## src/sv/slm_pkg.sv

```systemverilog
// ----------------------------------------------------------------------------
// slm_pkg
// Shared types and constants of the sorted list merge core.
// ----------------------------------------------------------------------------
package slm_pkg;

   localparam int VALUE_W = 32;

   typedef enum logic [1:0] {
      REQ_LOAD_FIRST  = 2'd0,
      REQ_LOAD_SECOND = 2'd1,
      REQ_RUN         = 2'd2
   } req_kind_type;

   typedef enum logic [1:0] {
      BK_IDLE,
      BK_FETCH,
      BK_MERGE
   } back_state_type;

   typedef struct packed {
      logic full;
      logic empty;
   } fifo_status_type;

   typedef struct packed {
      logic busy;
   } back_status_type;

endpackage

```

## src/sv/slm_req_if.sv

```systemverilog
// ----------------------------------------------------------------------------
// slm_req_if
// Request channel: list loads and run commands.
// ----------------------------------------------------------------------------
interface slm_req_if;
   import slm_pkg::*;

   logic                      valid;
   logic                      ready;
   logic [1:0]                req_type;
   logic signed [VALUE_W-1:0] value;

   modport source (output valid, req_type, value, input ready);
   modport sink   (input valid, req_type, value, output ready);
endinterface

```

## src/sv/slm_rsp_if.sv

```systemverilog
// ----------------------------------------------------------------------------
// slm_rsp_if
// Result channel: merged elements in ascending order.
// ----------------------------------------------------------------------------
interface slm_rsp_if;
   import slm_pkg::*;

   logic                      valid;
   logic                      ready;
   logic signed [VALUE_W-1:0] merged_value;
   logic                      from_second;
   logic                      is_last;
   logic                      is_empty;

   modport source (output valid, merged_value, from_second, is_last, is_empty,
                   input ready);
   modport sink   (input valid, merged_value, from_second, is_last, is_empty,
                   output ready);
endinterface

```

## src/sv/sorted_list_merge_core.sv

```systemverilog
// ----------------------------------------------------------------------------
// sorted_list_merge_core
// Two-way merge of two ascending lists of signed 32-bit values.
// ----------------------------------------------------------------------------
// req_chan carries loads into the first or second list and run commands.
// A load writes the next entry of its buffer; loads into a full list are
// dropped. A run emits the merged ascending sequence on rsp_chan, first
// list winning ties, with is_last on the final element and a single
// is_empty result when both lists were empty. Counts clear on run.
// Run commands wait in a two-entry queue; loads stall while a merge is
// queued or running, since it still reads the buffers.
// Each merged element passes through BK_FETCH, which addresses both buffer
// RAMs, then BK_MERGE, which compares the registered heads. A run command
// reaches the output register through the queue, BK_FETCH and BK_MERGE; an
// is_empty result for empty lists goes from the queue into that register.
// The output register holds a result while rsp_chan.ready is low; the merge
// then pauses without losing state. Reset clears the counts, the queue and
// the output valid; buffer contents are not cleared.
// ----------------------------------------------------------------------------
module sorted_list_merge_core #(
   parameter int MAX_LEN = 32
) (
   input logic        clock,
   input logic        reset,
   slm_req_if.sink    req_chan,
   slm_rsp_if.source  rsp_chan
);
   import slm_pkg::*;

   localparam int CNT_W  = $clog2(MAX_LEN + 1);
   localparam int ADDR_W = (MAX_LEN > 1) ? $clog2(MAX_LEN) : 1;

   fifo_status_type     fifo_status;
   back_status_type     back_status;
   logic                push, pop;
   logic [2*CNT_W-1:0]  push_data, pop_data;
   logic                wr1_en, wr2_en;
   logic [ADDR_W-1:0]   wr1_addr, wr2_addr, rd1_addr, rd2_addr;
   logic [VALUE_W-1:0]  wr_data, rd1_data, rd2_data;

   slm_front #(.MAX_LEN(MAX_LEN), .CNT_W(CNT_W), .ADDR_W(ADDR_W)) u_front (
      .clock       (clock),
      .reset       (reset),
      .req_chan    (req_chan),
      .back_status (back_status),
      .fifo_status (fifo_status),
      .push        (push),
      .push_data   (push_data),
      .wr1_en      (wr1_en),
      .wr1_addr    (wr1_addr),
      .wr2_en      (wr2_en),
      .wr2_addr    (wr2_addr),
      .wr_data     (wr_data)
   );

   slm_run_fifo #(.WIDTH(2 * CNT_W), .DEPTH(2)) u_fifo (
      .clock       (clock),
      .reset       (reset),
      .push        (push),
      .push_data   (push_data),
      .pop         (pop),
      .pop_data    (pop_data),
      .fifo_status (fifo_status)
   );

   slm_ram #(.WIDTH(VALUE_W), .DEPTH(MAX_LEN), .ADDR_W(ADDR_W)) u_ram1 (
      .clock   (clock),
      .wr_en   (wr1_en),
      .wr_addr (wr1_addr),
      .wr_data (wr_data),
      .rd_addr (rd1_addr),
      .rd_data (rd1_data)
   );

   slm_ram #(.WIDTH(VALUE_W), .DEPTH(MAX_LEN), .ADDR_W(ADDR_W)) u_ram2 (
      .clock   (clock),
      .wr_en   (wr2_en),
      .wr_addr (wr2_addr),
      .wr_data (wr_data),
      .rd_addr (rd2_addr),
      .rd_data (rd2_data)
   );

   slm_back #(.MAX_LEN(MAX_LEN), .CNT_W(CNT_W), .ADDR_W(ADDR_W)) u_back (
      .clock       (clock),
      .reset       (reset),
      .fifo_status (fifo_status),
      .pop_data    (pop_data),
      .pop         (pop),
      .rd1_addr    (rd1_addr),
      .rd1_data    (rd1_data),
      .rd2_addr    (rd2_addr),
      .rd2_data    (rd2_data),
      .back_status (back_status),
      .rsp_chan    (rsp_chan)
   );

   a_no_write_during_merge: assert property (@(posedge clock) disable iff (reset)
      (wr1_en || wr2_en) |-> (!back_status.busy && fifo_status.empty))
      else $error("buffer written while a merge is pending");

   a_no_push_when_full: assert property (@(posedge clock) disable iff (reset)
      push |-> !fifo_status.full)
      else $error("run queue overflow");

   a_no_pop_when_empty: assert property (@(posedge clock) disable iff (reset)
      pop |-> !fifo_status.empty)
      else $error("run queue underflow");

   a_empty_result_shape: assert property (@(posedge clock) disable iff (reset)
      (rsp_chan.valid && rsp_chan.is_empty) |->
         (rsp_chan.is_last && !rsp_chan.from_second && (rsp_chan.merged_value == '0)))
      else $error("malformed empty-run result");

endmodule

```

## src/sv/slm_ram.sv

```systemverilog
// ----------------------------------------------------------------------------
// slm_ram
// Generic single write port, single read port RAM with registered read.
// ----------------------------------------------------------------------------
module slm_ram #(
   parameter int WIDTH = 32,
   parameter int DEPTH = 32,
   parameter int ADDR_W = (DEPTH > 1) ? $clog2(DEPTH) : 1
) (
   input  logic              clock,
   input  logic              wr_en,
   input  logic [ADDR_W-1:0] wr_addr,
   input  logic [WIDTH-1:0]  wr_data,
   input  logic [ADDR_W-1:0] rd_addr,
   output logic [WIDTH-1:0]  rd_data
);

   logic [WIDTH-1:0] mem_ff [DEPTH];
   logic [WIDTH-1:0] rd_data_ff;

   always_ff @(posedge clock) begin
      if (wr_en) begin
         mem_ff[wr_addr] <= wr_data;
      end
      rd_data_ff <= mem_ff[rd_addr];
   end

   assign rd_data = rd_data_ff;

endmodule

```

## src/sv/slm_run_fifo.sv

```systemverilog
// ----------------------------------------------------------------------------
// slm_run_fifo
// Short queue of run commands, each carrying the two list lengths.
// ----------------------------------------------------------------------------
module slm_run_fifo #(
   parameter int WIDTH = 12,
   parameter int DEPTH = 2
) (
   input  logic                     clock,
   input  logic                     reset,
   input  logic                     push,
   input  logic [WIDTH-1:0]         push_data,
   input  logic                     pop,
   output logic [WIDTH-1:0]         pop_data,
   output slm_pkg::fifo_status_type fifo_status
);
   import slm_pkg::*;

   localparam int PTR_W = (DEPTH > 1) ? $clog2(DEPTH) : 1;
   localparam int CNT_W = $clog2(DEPTH + 1);

   logic [WIDTH-1:0] data_ff [DEPTH];
   logic [PTR_W-1:0] wr_ptr_ff, wr_ptr_in;
   logic [PTR_W-1:0] rd_ptr_ff, rd_ptr_in;
   logic [CNT_W-1:0] count_ff, count_in;

   always_comb begin
      wr_ptr_in = wr_ptr_ff;
      rd_ptr_in = rd_ptr_ff;
      count_in  = count_ff;
      if (push) begin
         wr_ptr_in = (wr_ptr_ff == PTR_W'(DEPTH - 1)) ? '0 : wr_ptr_ff + PTR_W'(1);
      end
      if (pop) begin
         rd_ptr_in = (rd_ptr_ff == PTR_W'(DEPTH - 1)) ? '0 : rd_ptr_ff + PTR_W'(1);
      end
      if (push && !pop) begin
         count_in = count_ff + CNT_W'(1);
      end else if (pop && !push) begin
         count_in = count_ff - CNT_W'(1);
      end
   end

   always_ff @(posedge clock) begin
      if (reset) begin
         wr_ptr_ff <= '0;
         rd_ptr_ff <= '0;
         count_ff  <= '0;
      end else begin
         wr_ptr_ff <= wr_ptr_in;
         rd_ptr_ff <= rd_ptr_in;
         count_ff  <= count_in;
      end
   end

   always_ff @(posedge clock) begin
      if (push) begin
         data_ff[wr_ptr_ff] <= push_data;
      end
   end

   assign pop_data          = data_ff[rd_ptr_ff];
   assign fifo_status.full  = (count_ff == CNT_W'(DEPTH));
   assign fifo_status.empty = (count_ff == '0);

endmodule

```

## src/sv/slm_front.sv

```systemverilog
// ----------------------------------------------------------------------------
// slm_front
// Request decode: appends loads to the list buffers, queues run commands.
// ----------------------------------------------------------------------------
module slm_front #(
   parameter int MAX_LEN = 32,
   parameter int CNT_W = $clog2(MAX_LEN + 1),
   parameter int ADDR_W = (MAX_LEN > 1) ? $clog2(MAX_LEN) : 1
) (
   input  logic                       clock,
   input  logic                       reset,
   slm_req_if.sink                    req_chan,
   input  slm_pkg::back_status_type   back_status,
   input  slm_pkg::fifo_status_type   fifo_status,
   output logic                       push,
   output logic [2*CNT_W-1:0]         push_data,
   output logic                       wr1_en,
   output logic [ADDR_W-1:0]          wr1_addr,
   output logic                       wr2_en,
   output logic [ADDR_W-1:0]          wr2_addr,
   output logic [slm_pkg::VALUE_W-1:0] wr_data
);
   import slm_pkg::*;

   logic [CNT_W-1:0] cnt1_ff, cnt1_in;
   logic [CNT_W-1:0] cnt2_ff, cnt2_in;
   logic             is_load;
   logic             is_run;
   logic             accept;

   assign is_load = (req_chan.req_type == REQ_LOAD_FIRST) ||
                    (req_chan.req_type == REQ_LOAD_SECOND);
   assign is_run  = (req_chan.req_type == REQ_RUN);

   // loads wait until no merge is pending or running on the buffers
   assign req_chan.ready = is_run  ? !fifo_status.full :
                           is_load ? (!back_status.busy && fifo_status.empty) :
                                     1'b1;
   assign accept = req_chan.valid && req_chan.ready;

   always_comb begin
      cnt1_in = cnt1_ff;
      cnt2_in = cnt2_ff;
      wr1_en  = 1'b0;
      wr2_en  = 1'b0;
      push    = 1'b0;
      if (accept) begin
         unique case (req_chan.req_type)
            REQ_LOAD_FIRST: begin
               if (cnt1_ff < CNT_W'(MAX_LEN)) begin
                  wr1_en  = 1'b1;
                  cnt1_in = cnt1_ff + CNT_W'(1);
               end
            end
            REQ_LOAD_SECOND: begin
               if (cnt2_ff < CNT_W'(MAX_LEN)) begin
                  wr2_en  = 1'b1;
                  cnt2_in = cnt2_ff + CNT_W'(1);
               end
            end
            REQ_RUN: begin
               push    = 1'b1;
               cnt1_in = '0;
               cnt2_in = '0;
            end
            default: begin
            end
         endcase
      end
   end

   always_ff @(posedge clock) begin
      if (reset) begin
         cnt1_ff <= '0;
         cnt2_ff <= '0;
      end else begin
         cnt1_ff <= cnt1_in;
         cnt2_ff <= cnt2_in;
      end
   end

   assign push_data = {cnt1_ff, cnt2_ff};
   assign wr1_addr  = cnt1_ff[ADDR_W-1:0];
   assign wr2_addr  = cnt2_ff[ADDR_W-1:0];
   assign wr_data   = req_chan.value;

endmodule

```

## src/sv/slm_back.sv

```systemverilog
// ----------------------------------------------------------------------------
// slm_back
// Merge engine: walks both buffers and emits the merged ascending sequence.
// ----------------------------------------------------------------------------
module slm_back #(
   parameter int MAX_LEN = 32,
   parameter int CNT_W = $clog2(MAX_LEN + 1),
   parameter int ADDR_W = (MAX_LEN > 1) ? $clog2(MAX_LEN) : 1
) (
   input  logic                        clock,
   input  logic                        reset,
   input  slm_pkg::fifo_status_type    fifo_status,
   input  logic [2*CNT_W-1:0]          pop_data,
   output logic                        pop,
   output logic [ADDR_W-1:0]           rd1_addr,
   input  logic [slm_pkg::VALUE_W-1:0] rd1_data,
   output logic [ADDR_W-1:0]           rd2_addr,
   input  logic [slm_pkg::VALUE_W-1:0] rd2_data,
   output slm_pkg::back_status_type    back_status,
   slm_rsp_if.source                   rsp_chan
);
   import slm_pkg::*;

   localparam int SUM_W = CNT_W + 1;

   back_state_type            state_ff, state_in;
   logic [CNT_W-1:0]          n1_ff, n1_in, n2_ff, n2_in;
   logic [CNT_W-1:0]          p1_ff, p1_in, p2_ff, p2_in;
   logic [SUM_W-1:0]          left_ff, left_in;
   logic                      out_valid_ff, out_valid_in;
   logic [VALUE_W-1:0]        out_value_ff, out_value_in;
   logic                      out_second_ff, out_second_in;
   logic                      out_last_ff, out_last_in;
   logic                      out_empty_ff, out_empty_in;
   logic                      out_free;
   logic                      take_first;
   logic [CNT_W-1:0]          q_n1, q_n2;

   assign q_n1     = pop_data[2*CNT_W-1:CNT_W];
   assign q_n2     = pop_data[CNT_W-1:0];
   assign out_free = !out_valid_ff || rsp_chan.ready;

   assign take_first = (p1_ff < n1_ff) &&
                       ((p2_ff >= n2_ff) || ($signed(rd1_data) <= $signed(rd2_data)));

   always_comb begin
      state_in      = state_ff;
      n1_in         = n1_ff;
      n2_in         = n2_ff;
      p1_in         = p1_ff;
      p2_in         = p2_ff;
      left_in       = left_ff;
      pop           = 1'b0;
      out_valid_in  = out_valid_ff && !rsp_chan.ready;
      out_value_in  = out_value_ff;
      out_second_in = out_second_ff;
      out_last_in   = out_last_ff;
      out_empty_in  = out_empty_ff;
      unique case (state_ff)
         BK_IDLE: begin
            if (!fifo_status.empty) begin
               if ((q_n1 == '0) && (q_n2 == '0)) begin
                  if (out_free) begin
                     pop           = 1'b1;
                     out_valid_in  = 1'b1;
                     out_value_in  = '0;
                     out_second_in = 1'b0;
                     out_last_in   = 1'b1;
                     out_empty_in  = 1'b1;
                  end
               end else begin
                  pop      = 1'b1;
                  n1_in    = q_n1;
                  n2_in    = q_n2;
                  p1_in    = '0;
                  p2_in    = '0;
                  left_in  = SUM_W'(q_n1) + SUM_W'(q_n2);
                  state_in = BK_FETCH;
               end
            end
         end
         BK_FETCH: begin
            state_in = BK_MERGE;
         end
         BK_MERGE: begin
            if (out_free) begin
               out_valid_in  = 1'b1;
               out_empty_in  = 1'b0;
               out_last_in   = (left_ff == SUM_W'(1));
               out_second_in = !take_first;
               if (take_first) begin
                  out_value_in = rd1_data;
                  p1_in        = p1_ff + CNT_W'(1);
               end else begin
                  out_value_in = rd2_data;
                  p2_in        = p2_ff + CNT_W'(1);
               end
               left_in  = left_ff - SUM_W'(1);
               state_in = (left_ff == SUM_W'(1)) ? BK_IDLE : BK_FETCH;
            end
         end
         default: begin
            state_in = BK_IDLE;
         end
      endcase
   end

   always_ff @(posedge clock) begin
      if (reset) begin
         state_ff     <= BK_IDLE;
         out_valid_ff <= 1'b0;
      end else begin
         state_ff     <= state_in;
         out_valid_ff <= out_valid_in;
      end
   end

   always_ff @(posedge clock) begin
      n1_ff         <= n1_in;
      n2_ff         <= n2_in;
      p1_ff         <= p1_in;
      p2_ff         <= p2_in;
      left_ff       <= left_in;
      out_value_ff  <= out_value_in;
      out_second_ff <= out_second_in;
      out_last_ff   <= out_last_in;
      out_empty_ff  <= out_empty_in;
   end

   assign rd1_addr         = p1_ff[ADDR_W-1:0];
   assign rd2_addr         = p2_ff[ADDR_W-1:0];
   assign back_status.busy = (state_ff != BK_IDLE);

   assign rsp_chan.valid        = out_valid_ff;
   assign rsp_chan.merged_value = out_value_ff;
   assign rsp_chan.from_second  = out_second_ff;
   assign rsp_chan.is_last      = out_last_ff;
   assign rsp_chan.is_empty     = out_empty_ff;

endmodule
```

## src/flat_wrapper.sv

```systemverilog
// flat-port wrapper written by rule: the top's interface ports become plain ports
module sorted_list_merge_core_flat import slm_pkg::*;
#(
   parameter int MAX_LEN = 32
)
  (clock, reset, req_chan_valid, req_chan_req_type, req_chan_value, req_chan_ready, rsp_chan_valid, rsp_chan_merged_value, rsp_chan_from_second, rsp_chan_is_last, rsp_chan_is_empty, rsp_chan_ready);
  slm_req_if req_chan_i ();
  slm_rsp_if rsp_chan_i ();
  input logic clock;
  input logic reset;
  input wire logic [$bits(req_chan_i.valid)-1:0] req_chan_valid;
  input wire logic [$bits(req_chan_i.req_type)-1:0] req_chan_req_type;
  input wire logic [$bits(req_chan_i.value)-1:0] req_chan_value;
  output wire logic [$bits(req_chan_i.ready)-1:0] req_chan_ready;
  output wire logic [$bits(rsp_chan_i.valid)-1:0] rsp_chan_valid;
  output wire logic [$bits(rsp_chan_i.merged_value)-1:0] rsp_chan_merged_value;
  output wire logic [$bits(rsp_chan_i.from_second)-1:0] rsp_chan_from_second;
  output wire logic [$bits(rsp_chan_i.is_last)-1:0] rsp_chan_is_last;
  output wire logic [$bits(rsp_chan_i.is_empty)-1:0] rsp_chan_is_empty;
  input wire logic [$bits(rsp_chan_i.ready)-1:0] rsp_chan_ready;
  assign req_chan_i.valid = req_chan_valid;
  assign req_chan_i.req_type = req_chan_req_type;
  assign req_chan_i.value = req_chan_value;
  assign req_chan_ready = req_chan_i.ready;
  assign rsp_chan_valid = rsp_chan_i.valid;
  assign rsp_chan_merged_value = rsp_chan_i.merged_value;
  assign rsp_chan_from_second = rsp_chan_i.from_second;
  assign rsp_chan_is_last = rsp_chan_i.is_last;
  assign rsp_chan_is_empty = rsp_chan_i.is_empty;
  assign rsp_chan_i.ready = rsp_chan_ready;
  sorted_list_merge_core #(.MAX_LEN(MAX_LEN)) u_core (.clock(clock), .reset(reset), .req_chan(req_chan_i), .rsp_chan(rsp_chan_i));
endmodule
```

## config.mk

```make
export PLATFORM = sky130hd
export DESIGN_NAME = sorted_list_merge_core_flat
export DESIGN_NICKNAME = d
export VERILOG_FILES = /design/src/sv/slm_pkg.sv /design/src/sv/slm_req_if.sv /design/src/sv/slm_rsp_if.sv /design/src/sv/sorted_list_merge_core.sv /design/src/sv/slm_ram.sv /design/src/sv/slm_run_fifo.sv /design/src/sv/slm_front.sv /design/src/sv/slm_back.sv /design/src/flat_wrapper.sv
export SDC_FILE = /design/constraint.sdc
export NUM_CORES = 2
export LEC_CHECK = 0
export BUFFER_PORTS_ARGS = -buffer_cell sky130_fd_sc_hd__buf_4
export CORE_MARGIN = 4
export CORE_UTILIZATION = 28
export CTS_BUF_LIST = sky130_fd_sc_hd__clkbuf_4
export DETAILED_ROUTE_END_ITERATION = 8
export GPL_ROUTABILITY_DRIVEN = 0
export GPL_TIMING_DRIVEN = 0
export PLACE_DENSITY = 0.48
export SLEW_MARGIN = 20
export SYNTH_ARGS = -nofsm -noshare
export SYNTH_HDL_FRONTEND = slang
export SYNTH_SLANG_ARGS = --single-unit
```

## constraint.sdc

```tcl
create_clock -name clock -period 5.1 [get_ports clock]
set_input_delay 0.255 -clock clock [delete_from_list [all_inputs] [get_ports clock]]
set_output_delay 0.255 -clock clock [all_outputs]
set_load 0.05 [all_outputs]
```

==> metrics.yaml <==
floorplan:
  start_util: 0.2822
  core_area_mm2: 0.3038
  die_w_um: 561.3
  rows: 202
  die_area_mm2: 0.3151
  ios: 75
  die_y_um: 561.3
worst_setup_path:
  reg2reg_depth: 12
  reg2reg_to: "u_core.u_back.p2_ff[3]"
  cp.required_ns: 5.97
  crit_path_max_fanout: 19
  end_kind: "register"
  cp-start-kind: "register"
  cp_data_arrival_time_ns: 5.55
  criticalPathCategory: "reg -> reg"
  r2r-start: "u_core.u_back.p2_ff[0]"
  ff2ff_setup_slack_ns: 0.42
clock_network:
  clockRootBuffer: "clkbuf_4"
  cts_tree: "yes"
  clkLatencyLatePin_ns: 1.29
  clockBufferDepth: 4
  cts_setup_buffers: 0
  htreeDepth: 6
  cts_sinks: 2222
  clkTransAtPathRegs_ns: 0.07
  numCtsBuffers: 588
placed_design:
  dpl-instance-area_mm2: 0.09414
  port_buffers: 73
  place_ws_ns: -0.3443
  dp_hpwl_um: 171300
detailed_routing:
  drt-initial-drc-count: 4040
  wl_per_cell_um: 26.85
  vias_per_cell: 4.750
  drcViolationCount: 0
  antenna_left: 0
  routed_wl_um: 253800
  firstDrtPassIters: 5
  vias: 44900
power_and_ir_drop:
  p_comb_frac: 0.320
  power.leakage_nw: 32.66
  power_density_mw_per_mm2: 524.5
  p_switching_mw: 18.40
  p_int_mw: 35.04
  peakVddDrop_mv: 0.3619
  pwr-share-clk: 0.285
  p_sw_frac: 0.3443
  power_frac_seq: 0.395
sta:
  fin_tns_setup_ns: 0
  setup_viol: 0
  worst_pin_slew_ns: 1.188
  hold_viol: 0
  finalCriticalPeriod_ns: 4.683
  max_freq_mhz: 213.5
  rsz0062_at_grt: "no"
  slew_viol_final: 0
  skew_ns: 0.1044
  post-route-period-util: 0.9182
  maxSlewHeadroom: 0.2082
  setup_ws_ns: 0.4169
synth:
  yosysTopAreaCell: "edfxtp_1"
  synth_top_cell_area_share: 0.7489
  synth_compound_area_frac: 0.03320
  synthXorXnorAreaFrac: 0.002758
  synth_mux_area_frac: 0.1544
  synthAdderAreaFrac: 0.009282
  avgSynthCellArea_um2: 20.60
  syn_nets: 4263
  yosys.area_share.simple: 0.01897
  synthCells: 4162
  synth_top_family_by_area: "multiplexers"
  synth_flop_cell: "edfxtp_1"
  ys_seq_elements: 2222
  synth_most_common_cell: "edfxtp_1"
  synth.distinct_cells: 57
  synthArstFlopShare: 0
  synth_commonest_cells: "edfxtp_1 (2138), mux4_2 (448), mux2i_1 (195)"
  synth.cell_area_mm2: 0.08573
  synth_edf_count: 2138
  yosysWarnings: 0
  ys_seq_area_frac: 0.7685
  synth_area_leaders: "edfxtp_1 (75%), mux4_2 (12%), mux2i_1 (2.3%), dfxtp_1 (2.0%), mux2_2 (1.4%)"
hold_path:
  hold_depth: 2
  hold_class: "in -> reg"
  min-delay-start: "req_chan_value[30]"
  holdPathEnd: "u_core.u_ram1.mem_ff[7][30]"
grt:
  antenna_found_initial: 19
  grt_pass1_vias: 46610
  grt_usage: 0.1574
  grt_overflow: 0
  grt_max_degree: 65
  grt_pass1_wl_um: 353400
job:
  maxCapViolCount: 0
final_layout:
  drive_gt1_frac: 0.3316
  area_delta_synth_final_pct: 18.82
  fill_cells: 29300
  nets: 5067
  final_cell_area_mm2: 0.1019
run_status:
  status: "complete, no violations"
==> logic make-up (layout without fill, tap and decap cells) <==
family                   after synthesis  after routing
flip-flops                          2222           2222
multiplexers                         749            749
AO/OA/AOI/OAI                        453            453
AND/OR/NAND/NOR                      369            369
buffers and inverters                279           1473
adder cells (fa/ha/maj)               63             63
XOR/XNOR                              27             27
other                                  0             16
==> worst max path at each step <==
stage                                       from                                 endpoint  slack, ns
after floorplan                         register       u_core.u_back.rsp_chan.from_second       1.01
after global placement                  register  u_core.u_back.rsp_chan.merged_value[30]      -1.56
after detailed placement  u_core.u_back.p2_ff[0]                   u_core.u_back.p2_ff[3]      -0.34
after CTS                 u_core.u_back.p2_ff[0]                   u_core.u_back.p2_ff[1]       0.11
after global routing      u_core.u_back.p2_ff[0]                   u_core.u_back.p2_ff[1]       0.20
final                     u_core.u_back.p2_ff[0]                   u_core.u_back.p2_ff[3]       0.42
==> sequential cells by signal (all words and copies together), names as in the netlist, 2 cells and up, named ones only <==
| signal | cells |
|---|---|
| u_core.u_back.n1_ff | 6 |
| u_core.u_back.p1_ff | 6 |
| u_core.u_ram2.mem_ff | 1024 |
| u_core.u_ram1.mem_ff | 1024 |
| u_core.u_back.left_ff | 7 |
| u_core.u_ram1.rd_data | 32 |
| u_core.u_fifo.data_ff | 24 |
| u_core.u_front.cnt2_ff | 6 |
| u_core.u_back.n2_ff | 6 |
| u_core.u_front.cnt1_ff | 6 |
| u_core.u_back.rsp_chan.merged_value | 32 |
| u_core.u_back.state_ff | 2 |
| u_core.u_back.p2_ff | 6 |
| u_core.u_ram2.rd_data | 32 |
| u_core.u_fifo.count_ff | 2 |
==> per-layer routing <==
layer	GRT usage	share of wire	vias to the layer above
li1	-	-	19210
met1	0.2007	0.41	23770
met2	0.2683	0.50	1563
met3	0.03140	0.061	355
met4	0.05199	0.029	0
met5	0	0	-
==> power by group through the flow <==
stage	registers, mW	clock network [mW]	logic (mW)
floorplan	21.3	0	10.1
global placement	21.5	0	17.1
detailed placement	21.5	0	17.2
CTS	21.1	15.8	17.3
global route	21.1	16.8	18.0
finish	21.1	15.2	17.1
==> per-stage QoR <==
stage / hold slack [ns] / total power [mW] / instances / util
floorplan: 0.3278 / 31.44 / 4162 / -
detailed placement: 0.4612 / 38.65 / 8408 / 0.3099
finish: 0.1364 / 53.43 / 9452 / 0.3353
global placement: 0.4636 / 38.53 / 8315 / 0.3008
CTS: 0.008375 / 54.13 / 9435 / 0.3351
global route: 0.04858 / 55.93 / 9443 / 0.3352
==> cell type report <==
type                            instances  area [µm²]  area share
Clock inverter                        123       747.0    0.007333
Multi-Input combinational cell       1661       19250      0.1889
Clock buffer                          857        6434     0.06316
Antenna cell                           16       40.04   0.0003930
Inverter                               60       225.2    0.002211
Tap cell                             4080        5105     0.05011
Buffer                                218       924.6    0.009077
Timing Repair Buffer                  215        3264     0.03204
Sequential cell                      2222       65880      0.6467
==> critical path, stage by stage (launching register included) <==
cell	delay, ns
edfxtp_1	0.36
clkbuf_1	0.46
clkbuf_4	0.60
inv_1	0.10
ha_1	0.28
nand2b_1	0.15
a31oi_1	0.19
o21ai_0	0.24
a221o_1	0.46
a32oi_4	0.36
buf_6	0.20
nand2_1	0.26
a21oi_1	0.62
==> layout by cell type (no fill, tap or decap), types with 40 or more instances in the layout <==
| cell type | Yosys | layout |
|---|---|---|
| edfxtp_1 | 2138 | 2138 |
| clkbuf_4 | 0 | 858 |
| mux4_2 | 448 | 448 |
| mux2i_1 | 195 | 195 |
| nand2_1 | 153 | 153 |
| a21oi_1 | 148 | 148 |
| o21ai_0 | 128 | 128 |
| clkbuf_1 | 129 | 116 |
| mux2_2 | 106 | 106 |
| o221ai_1 | 96 | 96 |
| dfxtp_1 | 84 | 84 |
| clkinv_1 | 1 | 73 |
| buf_4 | 0 | 73 |
| nor2_4 | 0 | 65 |
| ha_1 | 62 | 62 |
| inv_1 | 59 | 59 |
| buf_16 | 0 | 51 |
| dlygate4sd3_1 | 0 | 48 |
| nor2_1 | 111 | 46 |
| nand3_1 | 41 | 41 |
| buf_2 | 27 | 40 |
| buf_12 | 0 | 40 |
==> what timing repair did <==
action | in CTS | in global routing
endpoints found under the setup margin | 32 | 6
gates resized for setup | 0 | 1
endpoints found under the hold margin | 2115 | 0
hold buffers | 48 | 0
Note: power is estimated with default switching activity, not from simulation.
